**src/hw/rtl/mfir_pkg.sv**
```systemverilog
// Shared types, widths and tap constants for the multichannel 5-tap FIR low-pass.
// No dependencies; every other file in hw/rtl imports this package.
package mfir_pkg;

  localparam int LEADS       = 8;
  localparam int SAMPLE_BITS = 24;

  localparam int LEAD_W    = 3;
  localparam int TAP_COUNT = 5;
  localparam int PTR_W     = 3;
  localparam int IDX_W     = (LEADS > 1) ? $clog2(LEADS) : 1;

  localparam int TAP_W = 16;
  localparam logic signed [TAP_W-1:0] TAP_EDGE = TAP_W'(-2590);
  localparam logic signed [TAP_W-1:0] TAP_NEAR = TAP_W'(14977);
  localparam logic signed [TAP_W-1:0] TAP_MID  = TAP_W'(12353);

  localparam int LP_DIVISOR = 36500;

  localparam int PAIR_W = SAMPLE_BITS + 1;
  localparam int PROD_W = SAMPLE_BITS + TAP_W + 1;
  localparam int ACC_W  = PROD_W + 2;
  localparam int Q_W    = SAMPLE_BITS;
  localparam int FILT_W = SAMPLE_BITS + 1;

  // |tap sum| < 2^(SAMPLE_BITS+15); the magnitude is split into two halves
  // so the reciprocal multiply runs as four narrow partial products
  localparam int HALF_W      = (SAMPLE_BITS + 17) / 2;
  localparam int MAG_W       = 2 * HALF_W;
  localparam int MID_W       = MAG_W + 2;
  localparam int SUM_W       = MAG_W + 1;
  // shift wide enough that the rounded-up reciprocal stays exact over the range
  localparam int RECIP_SHIFT = MAG_W + 15;
  localparam int POST_SHIFT  = RECIP_SHIFT - MAG_W;
  localparam logic [63:0] RECIP_FULL =
    ((64'd1 << RECIP_SHIFT) + 64'(LP_DIVISOR) - 64'd1) / 64'(LP_DIVISOR);
  localparam logic [MAG_W-1:0]  LP_RECIP = RECIP_FULL[MAG_W-1:0];
  localparam logic [HALF_W-1:0] RECIP_HI = LP_RECIP[MAG_W-1:HALF_W];
  localparam logic [HALF_W-1:0] RECIP_LO = LP_RECIP[HALF_W-1:0];

  localparam int QUEUE_DEPTH = 2;
  localparam int QPTR_W      = (QUEUE_DEPTH > 1) ? $clog2(QUEUE_DEPTH) : 1;
  localparam int QCNT_W      = $clog2(QUEUE_DEPTH + 1);

  typedef logic [LEAD_W-1:0]             lead_t;
  typedef logic signed [SAMPLE_BITS-1:0] sample_t;
  typedef logic [PTR_W-1:0]              ptr_t;

  typedef enum logic {
    OP_FILTER = 1'b0,
    OP_CLEAR  = 1'b1
  } op_e;

  typedef enum logic {
    HS_IDLE,
    HS_WRITE
  } hist_state_e;

  typedef struct packed {
    op_e     op;
    lead_t   lead;
    sample_t sample;
  } cmd_t;

  typedef struct packed {
    ptr_t                     ptr;
    sample_t [TAP_COUNT-1:0]  smp;
  } row_t;

  // x[0] is the newest sample, x[TAP_COUNT-1] the oldest
  typedef struct packed {
    lead_t                    lead;
    sample_t [TAP_COUNT-1:0]  x;
  } taps_t;

endpackage

```
**src/hw/rtl/mfir_hist.sv**
```systemverilog
// Back end, first half: per-lead history memory with read-modify-write.
// Depends on mfir_pkg; feeds ordered tap samples to mfir_dp.
module mfir_hist import mfir_pkg::*; (
  input  logic  clk_i,
  input  logic  rst_ni,
  input  logic  cmd_valid_i,
  output logic  cmd_ready_o,
  input  cmd_t  cmd_i,
  output logic  taps_valid_o,
  input  logic  taps_ready_i,
  output taps_t taps_o
);

  hist_state_e      state_q, state_d;
  cmd_t             cur_q, cur_d;
  row_t             row_mem [LEADS];
  row_t             rd_row_q;
  logic             rd_vld_q;
  row_t             old_row;
  row_t             new_row;
  logic [LEADS-1:0] row_vld_q, row_vld_d;
  logic             rd_en;
  logic             wr_en;
  logic [IDX_W-1:0] cmd_idx;
  logic [IDX_W-1:0] cur_idx;
  ptr_t             ptr_old;

  assign cmd_idx = IDX_W'(cmd_i.lead);
  assign cur_idx = IDX_W'(cur_q.lead);

  // a row without its valid bit reads as the cleared state
  always_comb begin
    ptr_t tap_idx;
    old_row          = rd_vld_q ? rd_row_q : '0;
    ptr_old          = (old_row.ptr >= PTR_W'(TAP_COUNT)) ? '0 : old_row.ptr;
    new_row          = old_row;
    new_row.smp[ptr_old] = cur_q.sample;
    new_row.ptr      = (ptr_old == PTR_W'(TAP_COUNT - 1)) ? '0 : ptr_old + PTR_W'(1);
    taps_o.lead      = cur_q.lead;
    for (int i = 0; i < TAP_COUNT; i++) begin
      // walk back from the newest entry, wrapping below zero
      tap_idx = (ptr_old >= PTR_W'(i)) ? ptr_old - PTR_W'(i)
                                       : ptr_old + PTR_W'(TAP_COUNT - i);
      taps_o.x[i] = new_row.smp[tap_idx];
    end
  end

  always_comb begin
    state_d      = state_q;
    cur_d        = cur_q;
    row_vld_d    = row_vld_q;
    rd_en        = 1'b0;
    wr_en        = 1'b0;
    cmd_ready_o  = 1'b0;
    taps_valid_o = 1'b0;
    case (state_q)
      HS_IDLE: begin
        cmd_ready_o = 1'b1;
        if (cmd_valid_i) begin
          if (cmd_i.op == OP_CLEAR) begin
            row_vld_d[cmd_idx] = 1'b0;
          end else begin
            rd_en   = 1'b1;
            cur_d   = cmd_i;
            state_d = HS_WRITE;
          end
        end
      end
      HS_WRITE: begin
        taps_valid_o = 1'b1;
        // hold the row until the datapath takes the taps
        if (taps_ready_i) begin
          wr_en              = 1'b1;
          row_vld_d[cur_idx] = 1'b1;
          state_d            = HS_IDLE;
        end
      end
      default: begin
        state_d = HS_IDLE;
      end
    endcase
  end

  always_ff @(posedge clk_i or negedge rst_ni) begin
    if (!rst_ni) begin
      state_q   <= HS_IDLE;
      row_vld_q <= '0;
    end else begin
      state_q   <= state_d;
      row_vld_q <= row_vld_d;
    end
  end

  always_ff @(posedge clk_i) begin
    cur_q <= cur_d;
  end

  always_ff @(posedge clk_i) begin
    if (rd_en) begin
      rd_row_q <= row_mem[cmd_idx];
      rd_vld_q <= row_vld_q[cmd_idx];
    end
  end

  always_ff @(posedge clk_i) begin
    if (wr_en) begin
      row_mem[cur_idx] <= new_row;
    end
  end

  a_filter_goes_to_write: assert property (@(posedge clk_i) disable iff (!rst_ni)
    (state_q == HS_IDLE && cmd_valid_i && cmd_i.op == OP_FILTER) |=> state_q == HS_WRITE)
    else $error("filter command did not start a row update");

  a_stall_holds_cmd: assert property (@(posedge clk_i) disable iff (!rst_ni)
    (state_q == HS_WRITE && !taps_ready_i) |=> (state_q == HS_WRITE && $stable(cur_q)))
    else $error("pending row update changed while stalled");

  a_ptr_in_range: assert property (@(posedge clk_i) disable iff (!rst_ni)
    wr_en |-> (new_row.ptr < PTR_W'(TAP_COUNT)))
    else $error("write pointer left its range");

  a_clear_drops_row: assert property (@(posedge clk_i) disable iff (!rst_ni)
    (state_q == HS_IDLE && cmd_valid_i && cmd_i.op == OP_CLEAR)
      |=> !row_vld_q[$past(cmd_idx)])
    else $error("clear did not invalidate the lead's row");

endmodule

```
**config.mk**
```make
export PLATFORM = sky130hd
export DESIGN_NAME = mfir_hist
export DESIGN_NICKNAME = d
export VERILOG_FILES = /design/src/hw/rtl/mfir_pkg.sv /design/src/hw/rtl/mfir_hist.sv
export SDC_FILE = /design/constraint.sdc
export NUM_CORES = 1
export LEC_CHECK = 0
export BUFFER_PORTS_ARGS = -buffer_cell sky130_fd_sc_hd__buf_2
export CORE_MARGIN = 4
export CORE_UTILIZATION = 35
export DETAILED_ROUTE_END_ITERATION = 12
export PLACE_DENSITY = 0.49
export SYNTH_ARGS = -nofsm -noshare
export SYNTH_HDL_FRONTEND = slang
export SYNTH_SLANG_ARGS = --single-unit
```
**constraint.sdc**
```tcl
create_clock -name clk_i -period 15.8 [get_ports clk_i]
set_clock_uncertainty 0.05 [all_clocks]
set_input_delay 0.79 -clock clk_i [delete_from_list [all_inputs] [get_ports clk_i]]
set_output_delay 0.79 -clock clk_i [all_outputs]
set_load 0.02 [all_outputs]
```
==> summary.md <==
| Metric | Value |
|---|---|
| Post-Syn Area | `about 0.05 mm²` |
| Reg area | `0.0343 mm²` |
| Post-layout min period | `7410 ps` |
| Layout Nets | `3335` |
| R2R Path End | `row_mem[4][2]$_DFFE_PP_` |
| Setup TNS | `0 ps` |
| Register-to-Register Path Depth | `9` |
| Vias in the first global route | `30600` |
| Final worst-path cycle share | `between 40% and 50%` |
| #FFs+latches synth | `between 1000 and 1500` |
| Synthesized net count | `about 3200` |
| Core area | `between 0.1 and 0.15 mm²` |
| Area added between synthesis and finish | `13.4%` |
| Hold Violations, Final | `0` |
| Die width | `381 µm` |
| DR vias/cell | `roughly 6` |
| R2R Path Start | `rd_row_q[120]$_DFFE_PP_` |
| Crit Path Category | `reg -> out` |
| PnR Total Power | `6.93 mW` |
| Tightest Hold Check Type | `in -> reg` |
| Sequential fraction of the synthesis area | `70.5%` |
| Filler cell count in the final layout | `12800` |
| Unique masters post-synth | `62` |
| RSZ-0062 raised after global routing | `false` |
| Largest net degree at the start of global routing | `124` |
| Peak supply drop | `roughly 0.084 mV` |
| Global route overflow | `0` |
| Power density cells | `125 mW/mm²` |
| Die Footprint | `0.145 mm²` |
| Worst-path clk slew | `~60 ps` |
| Vias | `31400` |
| Worst-Margin Slew | `1330 ps` |
| Worst reg2reg setup slack | `10510 ps` |
| Detailed router's first-iteration violation count | `a little under 4000` |
| H-tree levels | `3` |
| Status | `complete, no violations` |
| Std cell rows | `136` |
| Setup bufs post-CTS | `0` |
| First-pass GRT wire length | `242000 µm` |
| Crit end category | `output port` |
| 1st-pass router iterations | `6` |
| Max Fclk | `135 MHz` |
| Max Cap Viol | `0` |
| Slew margin rel. | `11.6%` |
| Initial antenna violation count | `8` |
| Syn Inst Count | `about 3200` |
| WP data required | `14960 ps` |
| Drt total wl | `173000 µm` |
| Multi-input gate area | `~0.013 mm²` |
| Ys Warns | `0` |
| Initial core utilization | `35.3%` |
| Number of gates resized after cts | `0` |
| Ys async rst share | `less than 1%` |
| Crit. Startpoint | `rd_row_q[120]$_DFFE_PP_` |
| Ys flop type | `edfxtp_1` |
| Num CTS Buffers | `approximately 120` |
| Clock Sinks | `1144` |
| Leakage | `about 19 nW` |
| Worst hold stages | `1` |
| Number of synthesized flops with an enable pin | `1135` |
| Syn Area/Cell | `15.3 µm²` |
| CTS root buffer | `clkbuf_16` |
| Endpoint, Worst Hold | `cur_q[18]$_DFFE_PP_` |
| Crit-path max FO | `48` |
| Latest clock arrival within the worst-skew pair | `730 ps` |
| CP Launch Type | `register` |
| Min-Delay Startpoint | `cmd_i[18]` |
| PortBufs | `roughly 160` |
| Post-DRT Antenna Nets | `0` |
| Global placement routability congestion | `0.842` |
| # IOs | `approximately 160` |
| Drt wl/cell | `33.3 µm` |
| Detailed placement HPWL | `97000 µm` |
| WP data arrival | `6570 ps` |
| Setup violators final | `0` |
| Share of cells above drive strength 1 | `18.1%` |
| DRC Markers | `0` |
| Maximum clock insertion buffer count | `3` |
| Fin. max-slew vios | `0` |
| CTS tree | `done` |
| Post-layout util | `roughly two fifths` |
| Die Ht | `381 µm` |
| All-Layer GR Usage | `23.2%` |
==> layer usage <==
metal  track usage (%)  wire [µm]
met3              5.64      15900
met2              35.4      77600
met4              6.24       4930
met5                 0         39
met1              33.1      74400
==> power by group <==
part           total (mW)  internal [mW]  leakage, nW  switching (mW)
sequential           3.45           3.42         10.5          0.0307
clock                2.67           1.50         1.76            1.18
combinational       0.801          0.221         6.33           0.580
total                6.93           5.14         18.6            1.79
==> layout make-up <==
type,instances,area share [%]
inverters,95,0.652
diodes,2,0.00906
multi-input cells,1695,23.8
repair buffers,242,2.80
clock inverters,72,1.02
clock buffers,146,5.54
flip-flops and latches,1144,62.1
well taps,1794,4.06
==> logic make-up (layout without fill, tap and decap cells) <==
group	after synthesis	in the layout	share of synthesized area (%)
flops	1144	1144	70.5
compound gates	832	832	13.0
simple gates	533	533	4.90
buf+inv	348	555	3.13
mux	321	321	8.33
fa+ha+maj	8	8	0.206
xor+xnor	1	1	0.0180
other cells	0	2	0
==> flip-flops by register name (all words and copies together) (netlist names) <==
register / cells
cur_q: 24
row_mem: 984
row_vld_q: 8
rd_vld_q: 1
rd_row_q: 123
cur_idx: 3
state_q: 1
==> worst max-delay path: stages (launching register included) <==
cell and delay [ps]:
edfxtp_1 740, and4bb_1 460, clkinv_2 410, buf_4 620
ha_2 530, buf_4 560, nor2b_1 240, nand2_1 80
o21ai_1 100, nand2_1 630, buf_4 490, o221ai_1 200
a32o_1 430, buf_2 250
==> cell usage after synthesis (4+ instances only) <==
cell type  instances  area, µm²
edfxtp_1        1135      34100
nand2_1          216        811
mux2i_1          188       1880
nor2_1           138        518
clkbuf_1         136        510
a221oi_1         109        955
a22oi_1          106        796
a21oi_1           97        485
o21ai_0           96        480
nand3_1           81        405
inv_1             75        282
mux2_2            73        822
buf_2             72        360
o22ai_1           72        450
mux4_2            59       1330
a221o_1           58        581
nand2b_1          54        338
a32o_1            53        531
o211ai_1          47        353
a32oi_1           45        394
o221ai_1          28        245
o21ai_1           22        110
a31oi_1           21        131
buf_1             21       78.8
a22o_1            19        166
inv_2             19       71.3
nor2b_1           16        100
buf_4             15        113
a32oi_2           14        228
a211oi_1          12       90.1
buf_6              9        101
dfrtp_1            9        225
a2bb2oi_1          8       70.1
ha_1               8        100
nor3_1             7       35.0
a222oi_1           6       60.1
and2_1             4       25.0
nand3b_1           4       30.0
==> cells in the final DEF, fill, tap and decap left out, types with 34 or more instances in the layout <==
cell type     n
nor2_1      122
a221o_1      58
inv_1        74
o211ai_1     47
edfxtp_1   1135
mux4_2       59
a32o_1       53
mux2i_1     187
buf_4        78
nand2b_1     54
mux2_2       73
clkbuf_16   118
a22oi_1     105
nand2_1     215
a32oi_1      45
clkinv_1     34
o22ai_1      72
a21oi_1      94
a221oi_1    109
nand3_1      80
o21ai_0      95
buf_2       153
==> what timing repair did <==
item                                    in CTS  in global routing
endpoints found under the setup margin       0                  0
hold buffers                                 1                  0
endpoints found under the hold margin        9                  0
==> how the worst max path moves through the flow <==
stage / to / slack (ps) / depth (start not counted)
finish: taps_o[69] / 8390 / 13
global route: taps_o[112] / 8250 / 14
CTS: taps_o[69] / 8600 / 13
detailed placement: taps_o[69] / 9400 / 13
global placement: taps_o[115] / 9240 / 10
floorplan: state_q$_DFF_PN0_ / 3060 / 2
==> stage by stage <==
step / setup slack [ps] / instance area (µm²) / hold WS [ps] / std cells
floorplan: 3060 / 48700 / 412 / 3187
global placement: 9240 / 51600 / 445 / 4968
detailed placement: 9400 / 51600 / 448 / 4969
CTS: 8600 / 55200 / 131 / 5188
global route: 8250 / 55200 / 147 / 5188
finish: 8390 / 55200 / 184 / 5190
No activity file was read; power rests on OpenSTA's default activity.
