[src/hw/rtl/mfir_pkg.sv]
// Shared types, widths and tap constants for the multichannel 5-tap FIR low-pass.
// No dependencies; every other file in hw/rtl imports this package.
package mfir_pkg;

  localparam int LEADS       = 8;
  localparam int SAMPLE_BITS = 24;

  localparam int LEAD_W    = 3;
  localparam int TAP_COUNT = 5;
  localparam int PTR_W     = 3;
  localparam int IDX_W     = (LEADS > 1) ? $clog2(LEADS) : 1;

  localparam int TAP_W = 16;
  localparam logic signed [TAP_W-1:0] TAP_EDGE = TAP_W'(-2590);
  localparam logic signed [TAP_W-1:0] TAP_NEAR = TAP_W'(14977);
  localparam logic signed [TAP_W-1:0] TAP_MID  = TAP_W'(12353);

  localparam int LP_DIVISOR = 36500;

  localparam int PAIR_W = SAMPLE_BITS + 1;
  localparam int PROD_W = SAMPLE_BITS + TAP_W + 1;
  localparam int ACC_W  = PROD_W + 2;
  localparam int Q_W    = SAMPLE_BITS;
  localparam int FILT_W = SAMPLE_BITS + 1;

  // |tap sum| < 2^(SAMPLE_BITS+15); the magnitude is split into two halves
  // so the reciprocal multiply runs as four narrow partial products
  localparam int HALF_W      = (SAMPLE_BITS + 17) / 2;
  localparam int MAG_W       = 2 * HALF_W;
  localparam int MID_W       = MAG_W + 2;
  localparam int SUM_W       = MAG_W + 1;
  // shift wide enough that the rounded-up reciprocal stays exact over the range
  localparam int RECIP_SHIFT = MAG_W + 15;
  localparam int POST_SHIFT  = RECIP_SHIFT - MAG_W;
  localparam logic [63:0] RECIP_FULL =
    ((64'd1 << RECIP_SHIFT) + 64'(LP_DIVISOR) - 64'd1) / 64'(LP_DIVISOR);
  localparam logic [MAG_W-1:0]  LP_RECIP = RECIP_FULL[MAG_W-1:0];
  localparam logic [HALF_W-1:0] RECIP_HI = LP_RECIP[MAG_W-1:HALF_W];
  localparam logic [HALF_W-1:0] RECIP_LO = LP_RECIP[HALF_W-1:0];

  localparam int QUEUE_DEPTH = 2;
  localparam int QPTR_W      = (QUEUE_DEPTH > 1) ? $clog2(QUEUE_DEPTH) : 1;
  localparam int QCNT_W      = $clog2(QUEUE_DEPTH + 1);

  typedef logic [LEAD_W-1:0]             lead_t;
  typedef logic signed [SAMPLE_BITS-1:0] sample_t;
  typedef logic [PTR_W-1:0]              ptr_t;

  typedef enum logic {
    OP_FILTER = 1'b0,
    OP_CLEAR  = 1'b1
  } op_e;

  typedef enum logic {
    HS_IDLE,
    HS_WRITE
  } hist_state_e;

  typedef struct packed {
    op_e     op;
    lead_t   lead;
    sample_t sample;
  } cmd_t;

  typedef struct packed {
    ptr_t                     ptr;
    sample_t [TAP_COUNT-1:0]  smp;
  } row_t;

  // x[0] is the newest sample, x[TAP_COUNT-1] the oldest
  typedef struct packed {
    lead_t                    lead;
    sample_t [TAP_COUNT-1:0]  x;
  } taps_t;

endpackage

[src/hw/rtl/mfir_if.sv]


interface mfir_rsp_if import mfir_pkg::*; ();
  logic                     valid;
  logic                     ready;
  lead_t                    lead_out;
  logic signed [FILT_W-1:0] filtered;

  modport source (output valid, lead_out, filtered, input ready);
  modport sink   (input valid, lead_out, filtered, output ready);
endinterface

[src/hw/rtl/mfir_dp.sv]
// Back end, second half: symmetric tap multiply, sum, and division by the gain
// constant through a pipelined reciprocal multiply, truncating toward zero.
// Depends on mfir_pkg and mfir_rsp_if.
module mfir_dp import mfir_pkg::*; (
  input  logic       clk_i,
  input  logic       rst_ni,
  input  logic       taps_valid_i,
  output logic       taps_ready_o,
  input  taps_t      taps_i,
  mfir_rsp_if.source rsp_o
);

  logic                     en;

  logic                     s1_vld_q;
  lead_t                    s1_lead_q;
  logic signed [PAIR_W-1:0] s1_edge_q, s1_edge_d;
  logic signed [PAIR_W-1:0] s1_near_q, s1_near_d;
  sample_t                  s1_mid_q;

  logic                     s2_vld_q;
  lead_t                    s2_lead_q;
  logic signed [PROD_W-1:0] s2_pe_q, s2_pe_d;
  logic signed [PROD_W-1:0] s2_pn_q, s2_pn_d;
  logic signed [PROD_W-1:0] s2_pm_q, s2_pm_d;

  logic                     s3_vld_q;
  lead_t                    s3_lead_q;
  logic signed [ACC_W-1:0]  s3_acc_q, s3_acc_d;

  logic                     dv_vld_q;
  lead_t                    dv_lead_q;
  logic                     dv_neg_q;
  logic [MAG_W-1:0]         dv_mag_q, dv_mag_d;

  logic                     mu_vld_q;
  lead_t                    mu_lead_q;
  logic                     mu_neg_q;
  logic [MAG_W-1:0]         mu_hh_q, mu_hh_d;
  logic [MAG_W-1:0]         mu_hl_q, mu_hl_d;
  logic [MAG_W-1:0]         mu_lh_q, mu_lh_d;
  logic [MAG_W-1:0]         mu_ll_q, mu_ll_d;

  logic                     md_vld_q;
  lead_t                    md_lead_q;
  logic                     md_neg_q;
  logic [MAG_W-1:0]         md_hh_q;
  logic [MID_W-1:0]         md_mid_q, md_mid_d;

  logic                     qt_vld_q;
  lead_t                    qt_lead_q;
  logic                     qt_neg_q;
  logic [SUM_W-1:0]         qt_sum;
  logic [Q_W-1:0]           qt_quo_q, qt_quo_d;

  logic [FILT_W-1:0]        quo_ext;
  logic                     out_vld_q;
  lead_t                    out_lead_q;
  logic signed [FILT_W-1:0] out_filt_q, out_filt_d;

  // advance the whole pipeline only when the output register can move
  assign en           = !out_vld_q || rsp_o.ready;
  assign taps_ready_o = en;

  always_comb begin
    s1_edge_d = PAIR_W'($signed(taps_i.x[0])) + PAIR_W'($signed(taps_i.x[TAP_COUNT-1]));
    s1_near_d = PAIR_W'($signed(taps_i.x[1])) + PAIR_W'($signed(taps_i.x[TAP_COUNT-2]));
    s2_pe_d   = PROD_W'(s1_edge_q) * PROD_W'(TAP_EDGE);
    s2_pn_d   = PROD_W'(s1_near_q) * PROD_W'(TAP_NEAR);
    s2_pm_d   = PROD_W'(s1_mid_q) * PROD_W'(TAP_MID);
    s3_acc_d  = ACC_W'(s2_pe_q) + ACC_W'(s2_pn_q) + ACC_W'(s2_pm_q);
    // split into sign and magnitude for the divider
    dv_mag_d  = s3_acc_q[ACC_W-1] ? MAG_W'(-s3_acc_q) : MAG_W'(s3_acc_q);
    // magnitude times reciprocal as four half-width products
    mu_hh_d   = MAG_W'(dv_mag_q[MAG_W-1:HALF_W]) * MAG_W'(RECIP_HI);
    mu_hl_d   = MAG_W'(dv_mag_q[MAG_W-1:HALF_W]) * MAG_W'(RECIP_LO);
    mu_lh_d   = MAG_W'(dv_mag_q[HALF_W-1:0]) * MAG_W'(RECIP_HI);
    mu_ll_d   = MAG_W'(dv_mag_q[HALF_W-1:0]) * MAG_W'(RECIP_LO);
    // drop the low half of the low product; it cannot carry past the middle
    md_mid_d  = MID_W'(mu_hl_q) + MID_W'(mu_lh_q) + MID_W'(mu_ll_q[MAG_W-1:HALF_W]);
    qt_sum    = SUM_W'(md_hh_q) + SUM_W'(md_mid_q[MID_W-1:HALF_W]);
    qt_quo_d  = qt_sum[POST_SHIFT +: Q_W];
    quo_ext   = {1'b0, qt_quo_q};
    out_filt_d = qt_neg_q ? -$signed(quo_ext) : $signed(quo_ext);
  end

  always_ff @(posedge clk_i or negedge rst_ni) begin
    if (!rst_ni) begin
      s1_vld_q  <= 1'b0;
      s2_vld_q  <= 1'b0;
      s3_vld_q  <= 1'b0;
      dv_vld_q  <= 1'b0;
      mu_vld_q  <= 1'b0;
      md_vld_q  <= 1'b0;
      qt_vld_q  <= 1'b0;
      out_vld_q <= 1'b0;
    end else if (en) begin
      s1_vld_q  <= taps_valid_i;
      s2_vld_q  <= s1_vld_q;
      s3_vld_q  <= s2_vld_q;
      dv_vld_q  <= s3_vld_q;
      mu_vld_q  <= dv_vld_q;
      md_vld_q  <= mu_vld_q;
      qt_vld_q  <= md_vld_q;
      out_vld_q <= qt_vld_q;
    end
  end

  always_ff @(posedge clk_i) begin
    if (en) begin
      s1_lead_q  <= taps_i.lead;
      s1_edge_q  <= s1_edge_d;
      s1_near_q  <= s1_near_d;
      s1_mid_q   <= taps_i.x[2];
      s2_lead_q  <= s1_lead_q;
      s2_pe_q    <= s2_pe_d;
      s2_pn_q    <= s2_pn_d;
      s2_pm_q    <= s2_pm_d;
      s3_lead_q  <= s2_lead_q;
      s3_acc_q   <= s3_acc_d;
      dv_lead_q  <= s3_lead_q;
      dv_neg_q   <= s3_acc_q[ACC_W-1];
      dv_mag_q   <= dv_mag_d;
      mu_lead_q  <= dv_lead_q;
      mu_neg_q   <= dv_neg_q;
      mu_hh_q    <= mu_hh_d;
      mu_hl_q    <= mu_hl_d;
      mu_lh_q    <= mu_lh_d;
      mu_ll_q    <= mu_ll_d;
      md_lead_q  <= mu_lead_q;
      md_neg_q   <= mu_neg_q;
      md_hh_q    <= mu_hh_q;
      md_mid_q   <= md_mid_d;
      qt_lead_q  <= md_lead_q;
      qt_neg_q   <= md_neg_q;
      qt_quo_q   <= qt_quo_d;
      out_lead_q <= qt_lead_q;
      out_filt_q <= out_filt_d;
    end
  end

  assign rsp_o.valid    = out_vld_q;
  assign rsp_o.lead_out = out_lead_q;
  assign rsp_o.filtered = out_filt_q;

  a_div_input_fits: assert property (@(posedge clk_i) disable iff (!rst_ni)
    dv_vld_q |-> !dv_mag_q[MAG_W-1])
    else $error("tap sum too large for the divider width");

  a_quotient_fits: assert property (@(posedge clk_i) disable iff (!rst_ni)
    md_vld_q |-> (qt_sum[SUM_W-1:POST_SHIFT+Q_W] == '0))
    else $error("quotient does not fit its width");

  a_stall_freezes: assert property (@(posedge clk_i) disable iff (!rst_ni)
    !en |=> $stable({s1_vld_q, s2_vld_q, s3_vld_q, dv_vld_q, mu_vld_q, md_vld_q,
                     qt_vld_q, out_vld_q}))
    else $error("pipeline moved while the output was stalled");

endmodule

[src/flat_wrapper.sv]
// flat-port wrapper written by rule: the top's interface ports become plain ports
module mfir_dp_flat import mfir_pkg::*;
  (clk_i, rst_ni, taps_valid_i, taps_ready_o, taps_i, rsp_o_valid, rsp_o_lead_out, rsp_o_filtered, rsp_o_ready);
  mfir_rsp_if rsp_o_i ();
  input  logic clk_i;
  input  logic rst_ni;
  input  logic taps_valid_i;
  output logic taps_ready_o;
  input  taps_t taps_i;
  output wire logic [$bits(rsp_o_i.valid)-1:0] rsp_o_valid;
  output wire logic [$bits(rsp_o_i.lead_out)-1:0] rsp_o_lead_out;
  output wire logic [$bits(rsp_o_i.filtered)-1:0] rsp_o_filtered;
  input wire logic [$bits(rsp_o_i.ready)-1:0] rsp_o_ready;
  assign rsp_o_valid = rsp_o_i.valid;
  assign rsp_o_lead_out = rsp_o_i.lead_out;
  assign rsp_o_filtered = rsp_o_i.filtered;
  assign rsp_o_i.ready = rsp_o_ready;
  mfir_dp u_core (.clk_i(clk_i), .rst_ni(rst_ni), .taps_valid_i(taps_valid_i), .taps_ready_o(taps_ready_o), .taps_i(taps_i), .rsp_o(rsp_o_i));
endmodule
[config.mk]
export PLATFORM = sky130hd
export DESIGN_NAME = mfir_dp_flat
export DESIGN_NICKNAME = d
export VERILOG_FILES = /design/src/hw/rtl/mfir_pkg.sv /design/src/hw/rtl/mfir_if.sv /design/src/hw/rtl/mfir_dp.sv /design/src/flat_wrapper.sv
export SDC_FILE = /design/constraint.sdc
export NUM_CORES = 2
export LEC_CHECK = 0
export BUFFER_PORTS_ARGS = -buffer_cell sky130_fd_sc_hd__buf_4
export CAP_MARGIN = 15
export CORE_ASPECT_RATIO = 0.75
export CORE_MARGIN = 2
export CORE_UTILIZATION = 50
export DETAILED_ROUTE_END_ITERATION = 10
export HOLD_SLACK_MARGIN = 0.1
export PLACE_DENSITY_LB_ADDON = 0.05
export SKIP_CTS_REPAIR_TIMING = 1
export SLEW_MARGIN = 20
export SYNTH_ARGS = -nofsm -noshare
export SYNTH_HDL_FRONTEND = slang
export SYNTH_SLANG_ARGS = --single-unit
[constraint.sdc]
create_clock -name clk_i -period 36.1 [get_ports clk_i]
set_input_delay 5.415 -clock clk_i [delete_from_list [all_inputs] [get_ports clk_i]]
set_output_delay 5.415 -clock clk_i [all_outputs]
set_load 0.05 [all_outputs]
==> results by group <==
Placed design
  • Buffers on Ports: 156
  • Dpl hpwl: 136000 um
  • Placer Congestion: 0.913

Clock tree
  • Total CTS buffers: 61
  • Worst-Skew Late Latency: 720 ps
  • Root buf cell: clkbuf_16
  • H-tree levels: 2
  • Max Root-Sink Buffers: 3
  • Clock slew at reported path FFs: 50 ps
  • TritonCTS Sinks: 551
  • CTS tree: yes

Critical path
  • CP peak stage delay: 520 ps
  • Slowest-stage cell, CP: nand2b_4
  • Crit path cell chain: buf_4, nand2b_4, buf_4
  • Maximum fanout along the worst path: 40
  • Crit path capture type: primary output
  • CP delay by family, top: simple AND/OR/NAND/NOR gates
  • Critical path type: input port to primary output
  • Arr. time, crit path: 6400 ps
  • CP most frequent cell: buf_4
  • CP Buf/Inv Count: 2
  • Crit path launch type: input port
  • CP required: 30680 ps

Synth
  • Syn_nets: 8685
  • Top_reg_cell synth: edfxtp_1
  • EDFF count, synth: 543
  • Synth Area per Inst: 10.9 um2
  • Syn Std Cell Area: 69900 um2
  • Post-synthesis cell type count: 90
  • Seq/Total Area, Yosys: 23.6%
  • Syn. warnings: 0
  • Async SR Flop Fraction: 1.45%
  • Flops & latches, synth: 551
  • Synth Instances: 6424

Routing
  • Drt initial violations: 2546
  • DRT met1 WL: 78500 um
  • WL final: 160000 um
  • Routed Antenna Nets: 0
  • Uppermost layer routed: met4
  • Initial DRT Pass Iterations: 5
  • DR DRC count: 0
  • Met2 WL: 70100 um
  • Vias: 44436
  • Routed wire per std cell: 18.7 um
  • WL met3: 9250 um
  • Avg Vias per Cell: 5.18

GRT
  • Total Routing Usage GR: 23.4%
  • Overflow after GRT: 0
  • Vias in the first global route: 46801
  • First-pass GRT wire length: 262000 um
  • Antenna violations before repair: 1
  • Largest net degree at the start of global routing: 77

Timing
  • WHS: 418 ps
  • Final setup fails: 0
  • Fmax: 84.6 MHz
  • Fin crit share: 32.7%
  • Period minus WS final: 11820 ps
  • Skew final: 66.3 ps
  • Total negative slack: 0 ps
  • Slew headroom: 29.9%
  • RSZ-0062 raised after global routing: no
  • Worst slew pin tran: 1050 ps
  • Final Hold Vio Count: 0
  • Pins Over Slew Limit: 0

Status
  • Status: finished clean

Die
  • Starting Density: 50.5%
  • Row count: 118
  • Die footprint: 143000 um2
  • Core area: 138000 um2
  • # IOs: 157
  • Die Span Y: 328 um
  • Die Span X: 436 um

Final layout
  • Register area: 16500 um2
  • Share of cells above drive strength 1: 5.44%
  • Nets: 8921
  • Area Overhead vs Synth: 8.28%
  • # fillers: 12287
  • Multi-input gate area: 47400 um2

Worst hold path
  • Worst hold path class: register to register

Run
  • Max Cap Viol: 0
Yosys cell counts (18+ instances only):
master,n,area (um2)
nor3_1,53,265
o21ai_0,166,831
or3_1,28,175
ha_1,1236,15500
nand3_1,67,335
and3_1,37,231
a21o_1,123,923
nand2_1,197,739
o21a_1,37,278
o211ai_1,18,135
inv_1,1562,5860
nand4_1,30,188
nor2_1,193,724
o21bai_1,41,308
fa_1,898,18000
or2_2,23,144
xnor2_1,326,2860
and2_1,26,163
a21oi_1,252,1260
edfxtp_1,543,16300
nand2b_1,48,300
nor2b_1,35,219
a211oi_1,30,225
a31oi_1,25,156
xor2_1,121,1060
o31ai_1,28,210
registers in the layout, indices dropped and copies added, names as in the netlist, 37 cells and up:
register and count:
u_core.s3_acc_q 41, u_core.s2_pn_q 40, u_core.mu_hl_q 40, u_core.s2_pm_q 39, u_core.mu_hh_q 37, u_core.dv_mag_q 40, u_core.md_hh_q 38, u_core.mu_lh_q 38
u_core.s2_pe_q 37
final cells by class:
| class | instances | area share (%) |
|---|---|---|
| multi-input combinational | 4285 | 62.7 |
| timing repair buffer | 199 | 1.97 |
| sequential | 551 | 21.8 |
| inverter | 1562 | 7.75 |
| clock inverter | 45 | 0.670 |
| clock buffer | 70 | 2.06 |
| tap | 1860 | 3.07 |
| antenna | 1 | 0.00331 |
metal layers:
metal  global-route usage (%)  vias up
met4                     3.59        0
li1                         -    21688
met2                     36.8      799
met1                     34.7    21836
met3                     4.11      113
met5                        0        -
worst register-to-register path: stages, from the launching register on:
cell,delay [ps]
edfxtp_1,880
ha_1,450
xor2_1,520
ha_1,230
inv_1,50
fa_1,510
inv_1,50
ha_1,320
fa_1,460
fa_1,490
inv_1,50
fa_1,470
inv_1,40
ha_1,360
a21o_1,190
a21oi_1,170
o21ai_0,120
a31o_2,270
nor2_1,430
o221ai_1,250
o41ai_1,660
o211a_1,290
o21bai_1,80
a21oi_1,170
xnor2_1,80
per-stage QoR:
step                      cell area, um2  worst slack [ps]  instances  utilization, %
after detailed placement           73600             24260       8457            53.2
after floorplan                    69900              9930       6424               -
final                              75700             24280       8573            54.7
after CTS                          75700             24250       8572            54.7
after global placement             73600             24260       8457            53.2
after global routing               75700             24220       8573            54.7
final timing paths:
| kind | slack [ps] | cells past startpoint | endpoint | from |
|---|---|---|---|---|
| max in group asynchronous | 31460 | 1 | u_core.dv_vld_q | rst_ni |
| min in group asynchronous | 4520 | 1 | u_core.s1_vld_q | rst_ni |
| setup reg to reg | 28240 | 24 | u_core.mu_hl_q[39] | u_core.dv_mag_q[25] |
| hold reg to reg | 420 | 0 | u_core.md_hh_q[5] | u_core.mu_hh_q[5] |
| setup / recovery | 24280 | 3 | taps_ready_o | rsp_o_ready |
| hold / removal | 420 | 0 | u_core.md_hh_q[5] | u_core.mu_hh_q[5] |
cells by family (layout without fill, tap and decap cells):
kind of cell / after synthesis / count (layout) / share of synthesized area [%]
other: 0 / 1 / 0
DFF: 551 / 551 / 23.6
xor gates and xnor gates: 448 / 448 / 5.62
muxes: 21 / 21 / 0.331
AOI/OAI and AO/OA: 875 / 875 / 8.24
buffers and inverters: 1588 / 1876 / 8.55
adders and majority gates: 2134 / 2134 / 47.8
and+or+nand+nor: 807 / 807 / 5.79
cell usage in the layout (no fill, tap or decap), types with 26 or more instances in the layout:
cell       synthesis  layout
inv_1           1562    1562
ha_1            1236    1236
fa_1             898     898
edfxtp_1         543     543
xnor2_1          326     326
a21oi_1          252     252
buf_4              2     199
nand2_1          197     197
nor2_1           193     193
o21ai_0          166     166
a21o_1           123     123
xor2_1           121     121
nand3_1           67      67
clkbuf_16          0      61
nor3_1            53      53
nand2b_1          48      47
o21bai_1          41      41
and3_1            37      37
o21a_1            37      37
nor2b_1           35      35
a211oi_1          30      30
nand4_1           30      30
or3_1             28      28
o31ai_1           28      28
and2_1            26      26
Power is not shown: default switching activity piles up to over one toggle a cycle in this logic, so the estimate is an artifact.
