File: config.mk
export PLATFORM = sky130hd
export DESIGN_NAME = mfir_front_flat
export DESIGN_NICKNAME = d
export VERILOG_FILES = /design/src/hw/rtl/mfir_pkg.sv /design/src/hw/rtl/mfir_if.sv /design/src/hw/rtl/mfir_front.sv /design/src/flat_wrapper.sv
export SDC_FILE = /design/constraint.sdc
export NUM_CORES = 1
export LEC_CHECK = 0
export BUFFER_PORTS_ARGS = -buffer_cell sky130_fd_sc_hd__buf_2
export CORE_AREA = 2 2 101 83
export CTS_CLUSTER_DIAMETER = 200
export CTS_CLUSTER_SIZE = 10
export DETAILED_ROUTE_END_ITERATION = 16
export DIE_AREA = 0 0 103 85
export PLACE_DENSITY_LB_ADDON = 0.25
export SLEW_MARGIN = 30
export SYNTH_ARGS = -nofsm -noshare
export SYNTH_HDL_FRONTEND = slang
export SYNTH_SLANG_ARGS = --single-unit
File: constraint.sdc
create_clock -name clk_i -period 2.5 [get_ports clk_i]
set_input_delay 0.5 -clock clk_i [delete_from_list [all_inputs] [get_ports clk_i]]
set_output_delay 0.5 -clock clk_i [all_outputs]
set_load 0.005 [all_outputs]
File: src/hw/rtl/mfir_pkg.sv
// Shared types, widths and tap constants for the multichannel 5-tap FIR low-pass.
// No dependencies; every other file in hw/rtl imports this package.
package mfir_pkg;

  localparam int LEADS       = 8;
  localparam int SAMPLE_BITS = 24;

  localparam int LEAD_W    = 3;
  localparam int TAP_COUNT = 5;
  localparam int PTR_W     = 3;
  localparam int IDX_W     = (LEADS > 1) ? $clog2(LEADS) : 1;

  localparam int TAP_W = 16;
  localparam logic signed [TAP_W-1:0] TAP_EDGE = TAP_W'(-2590);
  localparam logic signed [TAP_W-1:0] TAP_NEAR = TAP_W'(14977);
  localparam logic signed [TAP_W-1:0] TAP_MID  = TAP_W'(12353);

  localparam int LP_DIVISOR = 36500;

  localparam int PAIR_W = SAMPLE_BITS + 1;
  localparam int PROD_W = SAMPLE_BITS + TAP_W + 1;
  localparam int ACC_W  = PROD_W + 2;
  localparam int Q_W    = SAMPLE_BITS;
  localparam int FILT_W = SAMPLE_BITS + 1;

  // |tap sum| < 2^(SAMPLE_BITS+15); the magnitude is split into two halves
  // so the reciprocal multiply runs as four narrow partial products
  localparam int HALF_W      = (SAMPLE_BITS + 17) / 2;
  localparam int MAG_W       = 2 * HALF_W;
  localparam int MID_W       = MAG_W + 2;
  localparam int SUM_W       = MAG_W + 1;
  // shift wide enough that the rounded-up reciprocal stays exact over the range
  localparam int RECIP_SHIFT = MAG_W + 15;
  localparam int POST_SHIFT  = RECIP_SHIFT - MAG_W;
  localparam logic [63:0] RECIP_FULL =
    ((64'd1 << RECIP_SHIFT) + 64'(LP_DIVISOR) - 64'd1) / 64'(LP_DIVISOR);
  localparam logic [MAG_W-1:0]  LP_RECIP = RECIP_FULL[MAG_W-1:0];
  localparam logic [HALF_W-1:0] RECIP_HI = LP_RECIP[MAG_W-1:HALF_W];
  localparam logic [HALF_W-1:0] RECIP_LO = LP_RECIP[HALF_W-1:0];

  localparam int QUEUE_DEPTH = 2;
  localparam int QPTR_W      = (QUEUE_DEPTH > 1) ? $clog2(QUEUE_DEPTH) : 1;
  localparam int QCNT_W      = $clog2(QUEUE_DEPTH + 1);

  typedef logic [LEAD_W-1:0]             lead_t;
  typedef logic signed [SAMPLE_BITS-1:0] sample_t;
  typedef logic [PTR_W-1:0]              ptr_t;

  typedef enum logic {
    OP_FILTER = 1'b0,
    OP_CLEAR  = 1'b1
  } op_e;

  typedef enum logic {
    HS_IDLE,
    HS_WRITE
  } hist_state_e;

  typedef struct packed {
    op_e     op;
    lead_t   lead;
    sample_t sample;
  } cmd_t;

  typedef struct packed {
    ptr_t                     ptr;
    sample_t [TAP_COUNT-1:0]  smp;
  } row_t;

  // x[0] is the newest sample, x[TAP_COUNT-1] the oldest
  typedef struct packed {
    lead_t                    lead;
    sample_t [TAP_COUNT-1:0]  x;
  } taps_t;

endpackage

File: src/hw/rtl/mfir_if.sv
// Valid/ready channel interfaces for requests and filtered results.
// Depends on mfir_pkg for field types.
interface mfir_req_if import mfir_pkg::*; ();
  logic    valid;
  logic    ready;
  logic    op;
  lead_t   lead;
  sample_t sample;

  modport source (output valid, op, lead, sample, input ready);
  modport sink   (input valid, op, lead, sample, output ready);
endinterface


File: src/hw/rtl/mfir_front.sv
// Front end: accepts requests, drops out-of-range leads, queues commands.
// Depends on mfir_pkg and mfir_req_if.
module mfir_front import mfir_pkg::*; (
  input  logic       clk_i,
  input  logic       rst_ni,
  mfir_req_if.sink   req_i,
  output logic       cmd_valid_o,
  input  logic       cmd_ready_i,
  output cmd_t       cmd_o
);

  cmd_t              q_mem_q [QUEUE_DEPTH];
  logic [QPTR_W-1:0] wr_ptr_q, wr_ptr_d;
  logic [QPTR_W-1:0] rd_ptr_q, rd_ptr_d;
  logic [QCNT_W-1:0] cnt_q, cnt_d;
  logic              lead_ok;
  logic              push;
  logic              pop;
  cmd_t              cmd_in;

  assign req_i.ready = (cnt_q != QCNT_W'(QUEUE_DEPTH));
  assign lead_ok     = (int'(req_i.lead) < LEADS);
  // drop requests for leads that do not exist
  assign push        = req_i.valid && req_i.ready && lead_ok;
  assign cmd_valid_o = (cnt_q != '0);
  assign pop         = cmd_valid_o && cmd_ready_i;
  assign cmd_o       = q_mem_q[rd_ptr_q];

  always_comb begin
    cmd_in.op     = op_e'(req_i.op);
    cmd_in.lead   = req_i.lead;
    cmd_in.sample = req_i.sample;
  end

  always_comb begin
    wr_ptr_d = wr_ptr_q;
    rd_ptr_d = rd_ptr_q;
    cnt_d    = cnt_q;
    if (push) begin
      wr_ptr_d = (wr_ptr_q == QPTR_W'(QUEUE_DEPTH - 1)) ? '0 : wr_ptr_q + QPTR_W'(1);
    end
    if (pop) begin
      rd_ptr_d = (rd_ptr_q == QPTR_W'(QUEUE_DEPTH - 1)) ? '0 : rd_ptr_q + QPTR_W'(1);
    end
    if (push && !pop) begin
      cnt_d = cnt_q + QCNT_W'(1);
    end else if (pop && !push) begin
      cnt_d = cnt_q - QCNT_W'(1);
    end
  end

  always_ff @(posedge clk_i or negedge rst_ni) begin
    if (!rst_ni) begin
      wr_ptr_q <= '0;
      rd_ptr_q <= '0;
      cnt_q    <= '0;
    end else begin
      wr_ptr_q <= wr_ptr_d;
      rd_ptr_q <= rd_ptr_d;
      cnt_q    <= cnt_d;
    end
  end

  always_ff @(posedge clk_i) begin
    if (push) begin
      q_mem_q[wr_ptr_q] <= cmd_in;
    end
  end

endmodule

File: src/flat_wrapper.sv
// flat-port wrapper written by rule: the top's interface ports become plain ports
module mfir_front_flat import mfir_pkg::*;
  (clk_i, rst_ni, cmd_valid_o, cmd_ready_i, cmd_o, req_i_valid, req_i_op, req_i_lead, req_i_sample, req_i_ready);
  mfir_req_if req_i_i ();
  input  logic clk_i;
  input  logic rst_ni;
  output logic cmd_valid_o;
  input  logic cmd_ready_i;
  output cmd_t cmd_o;
  input wire logic [$bits(req_i_i.valid)-1:0] req_i_valid;
  input wire logic [$bits(req_i_i.op)-1:0] req_i_op;
  input wire logic [$bits(req_i_i.lead)-1:0] req_i_lead;
  input wire logic [$bits(req_i_i.sample)-1:0] req_i_sample;
  output wire logic [$bits(req_i_i.ready)-1:0] req_i_ready;
  assign req_i_i.valid = req_i_valid;
  assign req_i_i.op = req_i_op;
  assign req_i_i.lead = req_i_lead;
  assign req_i_i.sample = req_i_sample;
  assign req_i_ready = req_i_i.ready;
  mfir_front u_core (.clk_i(clk_i), .rst_ni(rst_ni), .req_i(req_i_i), .cmd_valid_o(cmd_valid_o), .cmd_ready_i(cmd_ready_i), .cmd_o(cmd_o));
endmodule
==> results.yml, run 1 <==
pwr:
  p_sw_uw: 874
  pwr-share-clk_pct: 21.9
  p_sw_share_pct: 28.0
  power.share.combinational_pct: 31.6
  seqPwrFrac_pct: 46.5
  ir_drop_mv: 0.632
  power.leakage_uw: 0.00112
  internal_power_uw: 2240
  power.density_nw_per_um2: 1080
cts:
  cts.sinks: 60
  cts_resized: 0
  clk_latency_ns: 0.33
  clockBufferDepth: 2
  cts.hold.buffers_added: 1
  clkTransAtPathRegs_ns: 0.06
  cts_tree: "yes"
  clockRootBuffer: "clkbuf_8"
  post_cts_buffers: 0
  cts_buffers: 9
  htreeDepth: 3
timing:
  tns_ns: 0
  fin_crit_sh_pct: 81.0
  min_period_ns: 2.03
  timing.fmax_ghz: 0.494
  max_slew_margin_pct: 77.9
  drv_slew: 0
  worst_pin_slew_ns: 0.332
  rsz0062_at_grt: "false"
  hold_viol: 0
  skew_ns: 0.00415
  setup_viol: 0
placement:
  port_buffers: 61
  placed_cell_area_sq_um: 2720
  place_congestion: 0.655
  dpl.hpwl_microns: 2700
synth:
  yosys_register_bits: 60
  synth_area_per_cell_sq_um: 21.5
  ys_warn_count: 0
  synth_seq_area_share_pct: 78.8
  yosys.area_share.simple_pct: 1.49
  synth_xor_area_share_pct: 1.94
  synth_area_sq_um: 2260
  post_synth_fa_ha_maj_area_fraction_pct: 0.553
  synth_top_family_by_area: "multiplexers"
  synth-async-reset-ratio_pct: 6.67
  synth.distinct_cells: 16
  synth_ff_type: "edfxtp_1"
  synth_mux_area_share_pct: 15.6
  synth-edff-count: 56
  syn_inst: 105
  syn-num-nets: 138
  synth-compound-area-share_pct: 0
setup_path:
  crit_path_start_kind: "flip-flop"
  ff2ff_setup_slack_ns: 0.98
  cp.arrival_ns: 1.53
  critPathKind: "reg -> out"
  cp_max_fo: 20
  crit_required_ns: 2.00
  cp-end-kind: "output pin"
finish:
  final_common_cell: "buf_2"
  final_design_area_no_fill_sq_um: 2880
  fin_nets: 214
  area_delta_synth_final_pct: 27.2
  final_cell_mix: "buf_2, edfxtp_1, mux2_2"
  drive_above_1_share_pct: 57.8
run:
  drv_cap: 0
die:
  die_w_microns: 103
  coreArea_sq_um: 7760
  fp.dieH_microns: 85
  io_pins: 62
  start_util_pct: 29.1
  die_area_sq_um: 8760
  rows: 29
outcome:
  status: "complete, no violations"
grt:
  grt_max_degree: 21
  grt-ovfl-total: 0
  grt_usage_pct: 10.0
  antenna_found_initial: 1
  grt_pass1_vias: 1211
  grt_pass1_wl_microns: 6120
detailed_routing:
  antenna_left: 0
  drt_wl_total_microns: 4030
  via_count: 1161
  viasPerCell: 3.95
  drtIter0Drc: 34
  routedWlPerCell_microns: 13.7
  drc: 0
  drtPass1Iterations: 3
min_path:
  hold_class: "in -> reg"
[registers in the layout (all words and copies together) (netlist names)]
| signal | flops |
|---|---|
| u_core.rd_ptr_q | 1 |
| u_core.wr_ptr_q | 1 |
| u_core.cnt_q | 2 |
| u_core.q_mem_q | 56 |
[power by group through the flow]
| stage | logic [uW] | registers (uW) | clock network (uW) |
|---|---|---|---|
| after global placement | 1010 | 1460 | 0 |
| after global routing | 1100 | 1470 | 775 |
| after CTS | 1020 | 1450 | 732 |
| after detailed placement | 1020 | 1470 | 0 |
| final | 985 | 1450 | 684 |
| after floorplan | 647 | 1460 | 0 |
[per-layer routing]
layer  up-vias  part of all wire (%)  global-route usage, %
met3         7                    12                   7.66
met1       547                    45                   12.0
met2        53                    42                   13.6
met5         -                     0                      0
li1        554                     -                      -
met4         0                   1.4                   3.59
[cells by family after synthesis]
group         Yosys count
xor+xnor                5
buf+inv                 4
mux                    28
flops                  60
simple gates            7
fa+ha+maj               1
[cells in the mapped netlist, drive strengths merged (2+ instances only)]
cell | count | area, sq um
edfxtp | 56 | 1680
mux2 | 28 | 353
dfrtp | 4 | 100
buf | 3 | 33.8
xnor2 | 3 | 26.3
nand2 | 2 | 7.51
nor2 | 2 | 7.51
xor2 | 2 | 17.5
[final cells by class]
class | instances | area (sq um)
fillers | 772 | 4890
flip-flops and latches | 60 | 1780
multi-input cells | 41 | 445
repair buffers | 68 | 360
well taps | 108 | 135
clock buffers | 11 | 131
clock inverters | 4 | 17.5
inverters | 1 | 3.75
diodes | 1 | 2.50
[worst max-delay path, stage by stage, from the launching register on]
cell and delay, ns:
dfrtp_1 0.35, buf_4 0.33, mux2_2 0.39, buf_2 0.13
[path summary, 6_finish.rpt]
path	startpoint	endpoint	depth (start not counted)
max in group asynchronous	rst_ni	u_core.wr_ptr_q	2
worst min register to register	u_core.wr_ptr_q	u_core.wr_ptr_q	1
worst min-delay path	req_i_sample[7]	u_core.q_mem_q[0][7]	1
min in group asynchronous	rst_ni	u_core.rd_ptr_q	2
worst max register to register	u_core.cnt_q[0]	u_core.cnt_q[1]	6
worst max-delay path	u_core.rd_ptr_q	cmd_o[14]	3
[per-stage QoR]
stage / power, uW / util [%] / std cells / hold WS (ns) / worst slack (ns)
after detailed placement: 2490 / 35.0 / 277 / 0.315 / 0.793
after CTS: 3210 / 37.0 / 293 / 0.324 / 0.405
after global routing: 3340 / 37.0 / 293 / 0.325 / 0.369
after floorplan: 2110 / - / 105 / 0.204 / 0.248
final: 3120 / 37.1 / 294 / 0.356 / 0.475
after global placement: 2480 / 35.0 / 277 / 0.319 / 0.823
Note: power is estimated with default switching activity, not from simulation.
==> run 2, diff against run 1 <==
clock period = 2.11 ns   (was 2.5 ns; I/O delays follow)
==> run 2 against run 1 <==
Against the previous run:
- register-to-register slack got worse by 0.41 ns
- utilization increased by 0.61 points
- highest routed layer unchanged
- largest cell class unchanged
- critical path depth unchanged
- combinational power increased by 19%
- sequential share of layout area decreased by 1.0 points
- via count increased by 0.78%
- final cell count decreased by 0.34%
==> results.yml, run 2 (same netlist as run 1, synthesis figures left out) <==
setup_path:
  ff2ff_setup_slack_ns: 0.57
  path_cells: "buf_4, mux2_2, buf_2"
  cp.arrival_ns: 1.48
  crit_slowest_cell: "mux2_2"
  cp_max_fo: 17
  critPathKind: "reg -> out"
  crit_path_max_incr_delay_ns: 0.39
  cp_top_family: "buffers and inverters"
  crit_buf_inv: 2
  cp-end-kind: "output pin"
  timing.rr.end: "u_core.cnt_q[1]"
  rr_startpoint: "u_core.cnt_q[0]"
  crit_required_ns: 1.69
  crit_path_start_kind: "flip-flop"
  reg2reg_depth: 7
min_path:
  whs_path_depth: 1
  hold_end: "u_core.q_mem_q[0][7]"
  hold_class: "in -> reg"
  min_from: "req_i_sample[7]"
pwr:
  power.density_nw_per_um2: 1350
  ir_drop_mv: 0.593
  power.leakage_uw: 0.00114
cts:
  clockBufferDepth: 2
  clockRootBuffer: "clkbuf_8"
  clkTransAtPathRegs_ns: 0.06
  cts_tree: "yes"
  cts.hold.buffers_added: 1
  post_cts_buffers: 0
  cts_resized: 0
  clk_latency_ns: 0.33
  cts_buffers: 9
  cts.sinks: 60
  htreeDepth: 3
die:
  coreArea_sq_um: 7760
  fp.dieH_microns: 85
  start_util_pct: 29.1
  die_area_sq_um: 8760
  io_pins: 62
  die_w_microns: 103
  rows: 29
finish:
  fin_nets: 213
  fillCellCount: 754
  final_cell_mix: "buf_2, edfxtp_1, mux2_2"
  drive_above_1_share_pct: 58.9
  final_common_cell: "buf_2"
  final_core_utilization_pct: 37.7
  antenna_cells: 0
  reg_top3: "u_core.q_mem_q (56), u_core.cnt_q (2)"
  largest_reg_flops: 56
  max_flop_register: "u_core.q_mem_q"
  area_delta_synth_final_pct: 29.3
  final_design_area_no_fill_sq_um: 2930
placement:
  place_congestion: 0.618
  dpl.hpwl_microns: 2650
  placed_cell_area_sq_um: 2710
  port_buffers: 61
detailed_routing:
  antenna_left: 0
  via_count: 1170
  drtIter0Drc: 66
  viasPerCell: 3.99
  routedWlPerCell_microns: 13.8
  drc: 0
  drt_wl_total_microns: 4050
  drtPass1Iterations: 4
run:
  drv_cap: 0
timing:
  fin_crit_sh_pct: 90.0
  worst_pin_slew_ns: 0.414
  skew_ns: 0.00363
  setup_viol: 0
  min_period_ns: 1.90
  hold_viol: 0
  tns_ns: 0
  timing.fmax_ghz: 0.526
  drv_slew: 0
  max_slew_margin_pct: 72.4
  worst_hold_slack_ns: 0.275
  rsz0062_at_grt: "false"
grt:
  grt_usage_pct: 9.96
  grt_max_degree: 29
  grt_pass1_wl_microns: 6190
  grt-ovfl-total: 0
  grt_pass1_vias: 1242
  antenna_found_initial: 0
outcome:
  status: "complete, no violations"
-- run 2: worst max path at each step --
| stage | startpoint | to | slack, ns | depth (start not counted) |
|---|---|---|---|---|
| after floorplan | u_core.cnt_q[0] | u_core.q_mem_q[0][0] | 0.32 | 3 |
| after global placement | u_core.rd_ptr_q | cmd_o[15] | 0.55 | 3 |
| after detailed placement | u_core.rd_ptr_q | cmd_o[15] | 0.55 | 3 |
| after CTS | u_core.rd_ptr_q | cmd_o[15] | 0.17 | 3 |
| after global routing | u_core.rd_ptr_q | cmd_o[15] | 0.12 | 3 |
| final | u_core.rd_ptr_q | cmd_o[15] | 0.21 | 3 |
-- run 2: final cells by class --
class | count | area, sq um | share of cell area (%)
Sequential cell | 60 | 1780 | 60.9
Multi-Input combinational cell | 41 | 445 | 15.2
Timing Repair Buffer | 67 | 353 | 12.1
Tap cell | 108 | 135 | 4.62
Clock buffer | 10 | 128 | 4.36
Clock inverter | 6 | 78.8 | 2.69
Inverter | 1 | 3.75 | 0.128
-- run 2: layer usage --
| layer | routed length (microns) | global-route usage [%] | share of wire, % | vias up |
|---|---|---|---|---|
| met2 | 1660 | 13.8 | 41 | 52 |
| met3 | 442 | 5.68 | 11 | 7 |
| li1 | - | - | - | 554 |
| met1 | 1900 | 12.9 | 47 | 557 |
| met5 | 0 | 0 | 0 | - |
| met4 | 43 | 3.95 | 1.1 | 0 |
-- run 2: stage by stage --
step | cells | power, uW | setup WS, ns
after global placement | 276 | 2940 | 0.554
after floorplan | 105 | 2500 | 0.315
after detailed placement | 276 | 2940 | 0.546
after CTS | 293 | 4050 | 0.168
after global routing | 293 | 4200 | 0.116
final | 293 | 3960 | 0.211
-- run 2: report_power, final --
group / internal, uW / leakage (uW) / switching (uW) / total [uW]
registers: 1640 / 0.000567 / 77.9 / 1710
clock network: 655 / 0.000107 / 427 / 1080
logic: 610 / 0.000471 / 558 / 1170
total: 2900 / 0.00114 / 1060 / 3960
==> run 3, diff against run 2 <==
ABC_AREA = 1   (was default)
==> run 3 against run 2 <==
Against the previous run:
- largest power group unchanged
- non-clock buffer count decreased by 2
- utilization decreased by 1.1 points
- die area unchanged
- fmax increased by 4.2%
- final cell count increased by 21%
- critical path type unchanged
- via count increased by 18%
- routed wire length increased by 2.5%
==> results.yml, run 3 <==
setup_path:
  path_cells: "inv_2, nand2_1, nand2_1, buf_2"
  rr_startpoint: "u_core.cnt_q[0]"
  cp.arrival_ns: 1.40
  cpMostUsedCell: "nand2_1"
  crit_path_start_kind: "flip-flop"
  reg2reg_depth: 5
  crit_path_max_incr_delay_ns: 0.39
  timing.critical_path.from: "u_core.rd_ptr_q"
  cp-end-kind: "output pin"
  critPathKind: "reg -> out"
  cp_max_fo: 29
  crit_required_ns: 1.69
  crit_slowest_cell: "inv_2"
grt:
  use_met1_pct: 12.5
  grt-ovfl-total: 0
  grt_pass1_vias: 1275
  grt_max_degree: 30
  met3_usage_pct: 4.37
  antenna_found_initial: 0
  grt_usage_pct: 10.2
  use_met2_pct: 15.4
  grt_pass1_wl_microns: 6330
  gr-max-usage-layer: "met2"
timing:
  rsz0062_at_grt: "false"
  timing.fmax_ghz: 0.549
  hold_viol: 0
  setup_viol: 0
  fin_ws_ns: 0.288
  worst_hold_slack_ns: 0.284
  drv_slew: 0
  tns_ns: 0
  fin_crit_sh_pct: 86.4
  min_period_ns: 1.82
  worst_pin_slew_ns: 0.507
  max_slew_margin_pct: 66.2
  skew_ns: 0.00340
detailed_routing:
  viasPerCell: 3.92
  drtIter0Drc: 29
  routedWlPerCell_microns: 11.7
  drtPass1Iterations: 3
  via_count: 1386
  drt_wl_total_microns: 4150
  antenna_left: 0
  drc: 0
cts:
  clockBufferDepth: 2
  cts_resized: 0
  cts_buffers: 9
  htreeDepth: 3
  post_cts_buffers: 0
  clkTransAtPathRegs_ns: 0.06
  cts_tree: "yes"
  clockRootBuffer: "clkbuf_8"
  clk_latency_ns: 0.32
  cts.sinks: 60
finish:
  fin_nets: 278
  fillCellCount: 815
  largest_reg_flops: 56
  drive_above_1_share_pct: 30.9
  max_flop_register: "u_core.q_mem_q"
  final_common_cell: "nand2_1"
  final_core_utilization_pct: 36.5
  antenna_cells: 0
  final_cell_mix: "nand2_1, buf_2, edfxtp_1"
  area_delta_synth_final_pct: 25.4
  reg_top3: "u_core.q_mem_q (56), u_core.cnt_q (2)"
die:
  rows: 29
  die_area_sq_um: 8760
  coreArea_sq_um: 7760
  start_util_pct: 29.1
  io_pins: 62
  fp.dieH_microns: 85
  die_w_microns: 103
synth:
  synth-edff-count: 56
  netlist.area_leader.share_pct: 74.3
  syn-num-nets: 208
  synth-async-reset-ratio_pct: 6.67
  yosys_register_bits: 60
  synth_ff_type: "edfxtp_1"
  yosysTopAreaCell: "edfxtp_1"
  syn_inst: 175
  synthTopCellsByArea: "edfxtp_1, nand2_1, dfrtp_1"
  netlist_top_cells_count: "nand2_1, edfxtp_1, inv_1"
  synth_area_per_cell_sq_um: 12.9
  synth.distinct_cells: 14
  ys_warn_count: 0
  synth_seq_area_share_pct: 78.8
  synth_area_sq_um: 2260
  synth.most_common_cell: "nand2_1"
pwr:
  power.leakage_uw: 0.00123
  power.density_nw_per_um2: 1280
  ir_drop_mv: 0.568
run:
  drv_cap: 0
min_path:
  hold_class: "in -> reg"
  whs_path_depth: 1
  min_from: "req_i_sample[23]"
outcome:
  status: "complete, no violations"
placement:
  dpl.hpwl_microns: 2570
  place_ws_ns: 0.522
  port_buffers: 61
  place_congestion: 0.684
-- run 3: cell types whose count changed in the layout (fill, tap and decap cells not counted), sizes merged, moves of 2 or more --
cell and delta:
mux2 -28, nand3 +2, nand2 +92, clkinv -3, buf -2, inv +6
bufinv -2, xnor2 -2
-- run 3: worst max-delay path: cells and delay by family, from the launching register on --
| kind | cells | cell delay [ns] |
|---|---|---|
| simple gates | 2 | 0.20 |
| flops | 1 | 0.38 |
| buf+inv | 2 | 0.50 |
-- run 3: path summary, 6_finish.rpt --
kind / endpoint / slack, ns
worst max-delay path: cmd_o[19] / 0.29
worst min-delay path: u_core.q_mem_q[0][23] / 0.28
worst max register to register: u_core.q_mem_q[0][1] / 0.52
worst min register to register: u_core.cnt_q[1] / 0.51
max in group asynchronous: u_core.wr_ptr_q / 1.55
min in group asynchronous: u_core.rd_ptr_q / 0.44
-- run 3: kinds of logic (layout without fill, tap and decap cells) --
group,count (synthesis),in the layout,share of synthesized area [%]
adders and majority gates,1,1,0.553
xor gates and xnor gates,2,2,0.774
and+or+nand+nor,99,99,16.6
buffers and inverters,13,84,3.26
DFF,60,60,78.8
-- run 3: metal layers --
metal	wire, microns	share of wire (%)
met5	0	0
met4	75	1.8
met3	266	6.4
met2	1910	46
met1	1890	46
-- run 3: stage by stage --
step / cell area [sq um] / power, uW / cells
after floorplan: 2260 / 2440 / 175
after global routing: 2840 / 3930 / 354
after CTS: 2840 / 3720 / 354
final: 2840 / 3640 / 354
after global placement: 2690 / 2910 / 341
after detailed placement: 2690 / 2940 / 341
-- run 3: power by group --
part	total, uW	internal, uW	leakage [uW]	switching (uW)
registers	1710	1640	0.000569	78.8
logic	1160	429	0.000596	733
clock network	761	396	0.0000686	365
-- run 3: area by class of cell --
| type | count | area (sq um) | share of cell area, % |
|---|---|---|---|
| sequential | 60 | 1780 | 62.8 |
| multi-input combinational | 102 | 422 | 14.9 |
| timing repair buffer | 65 | 338 | 11.9 |
| tap | 108 | 135 | 4.76 |
| clock buffer | 11 | 131 | 4.63 |
| inverter | 7 | 26.3 | 0.926 |
| clock inverter | 1 | 3.75 | 0.132 |
-- run 3: timing repair --
item / in CTS / in global routing
endpoints found under the hold margin: 4 / 0
hold buffers: 1 / 0
endpoints found under the setup margin: 0 / 0
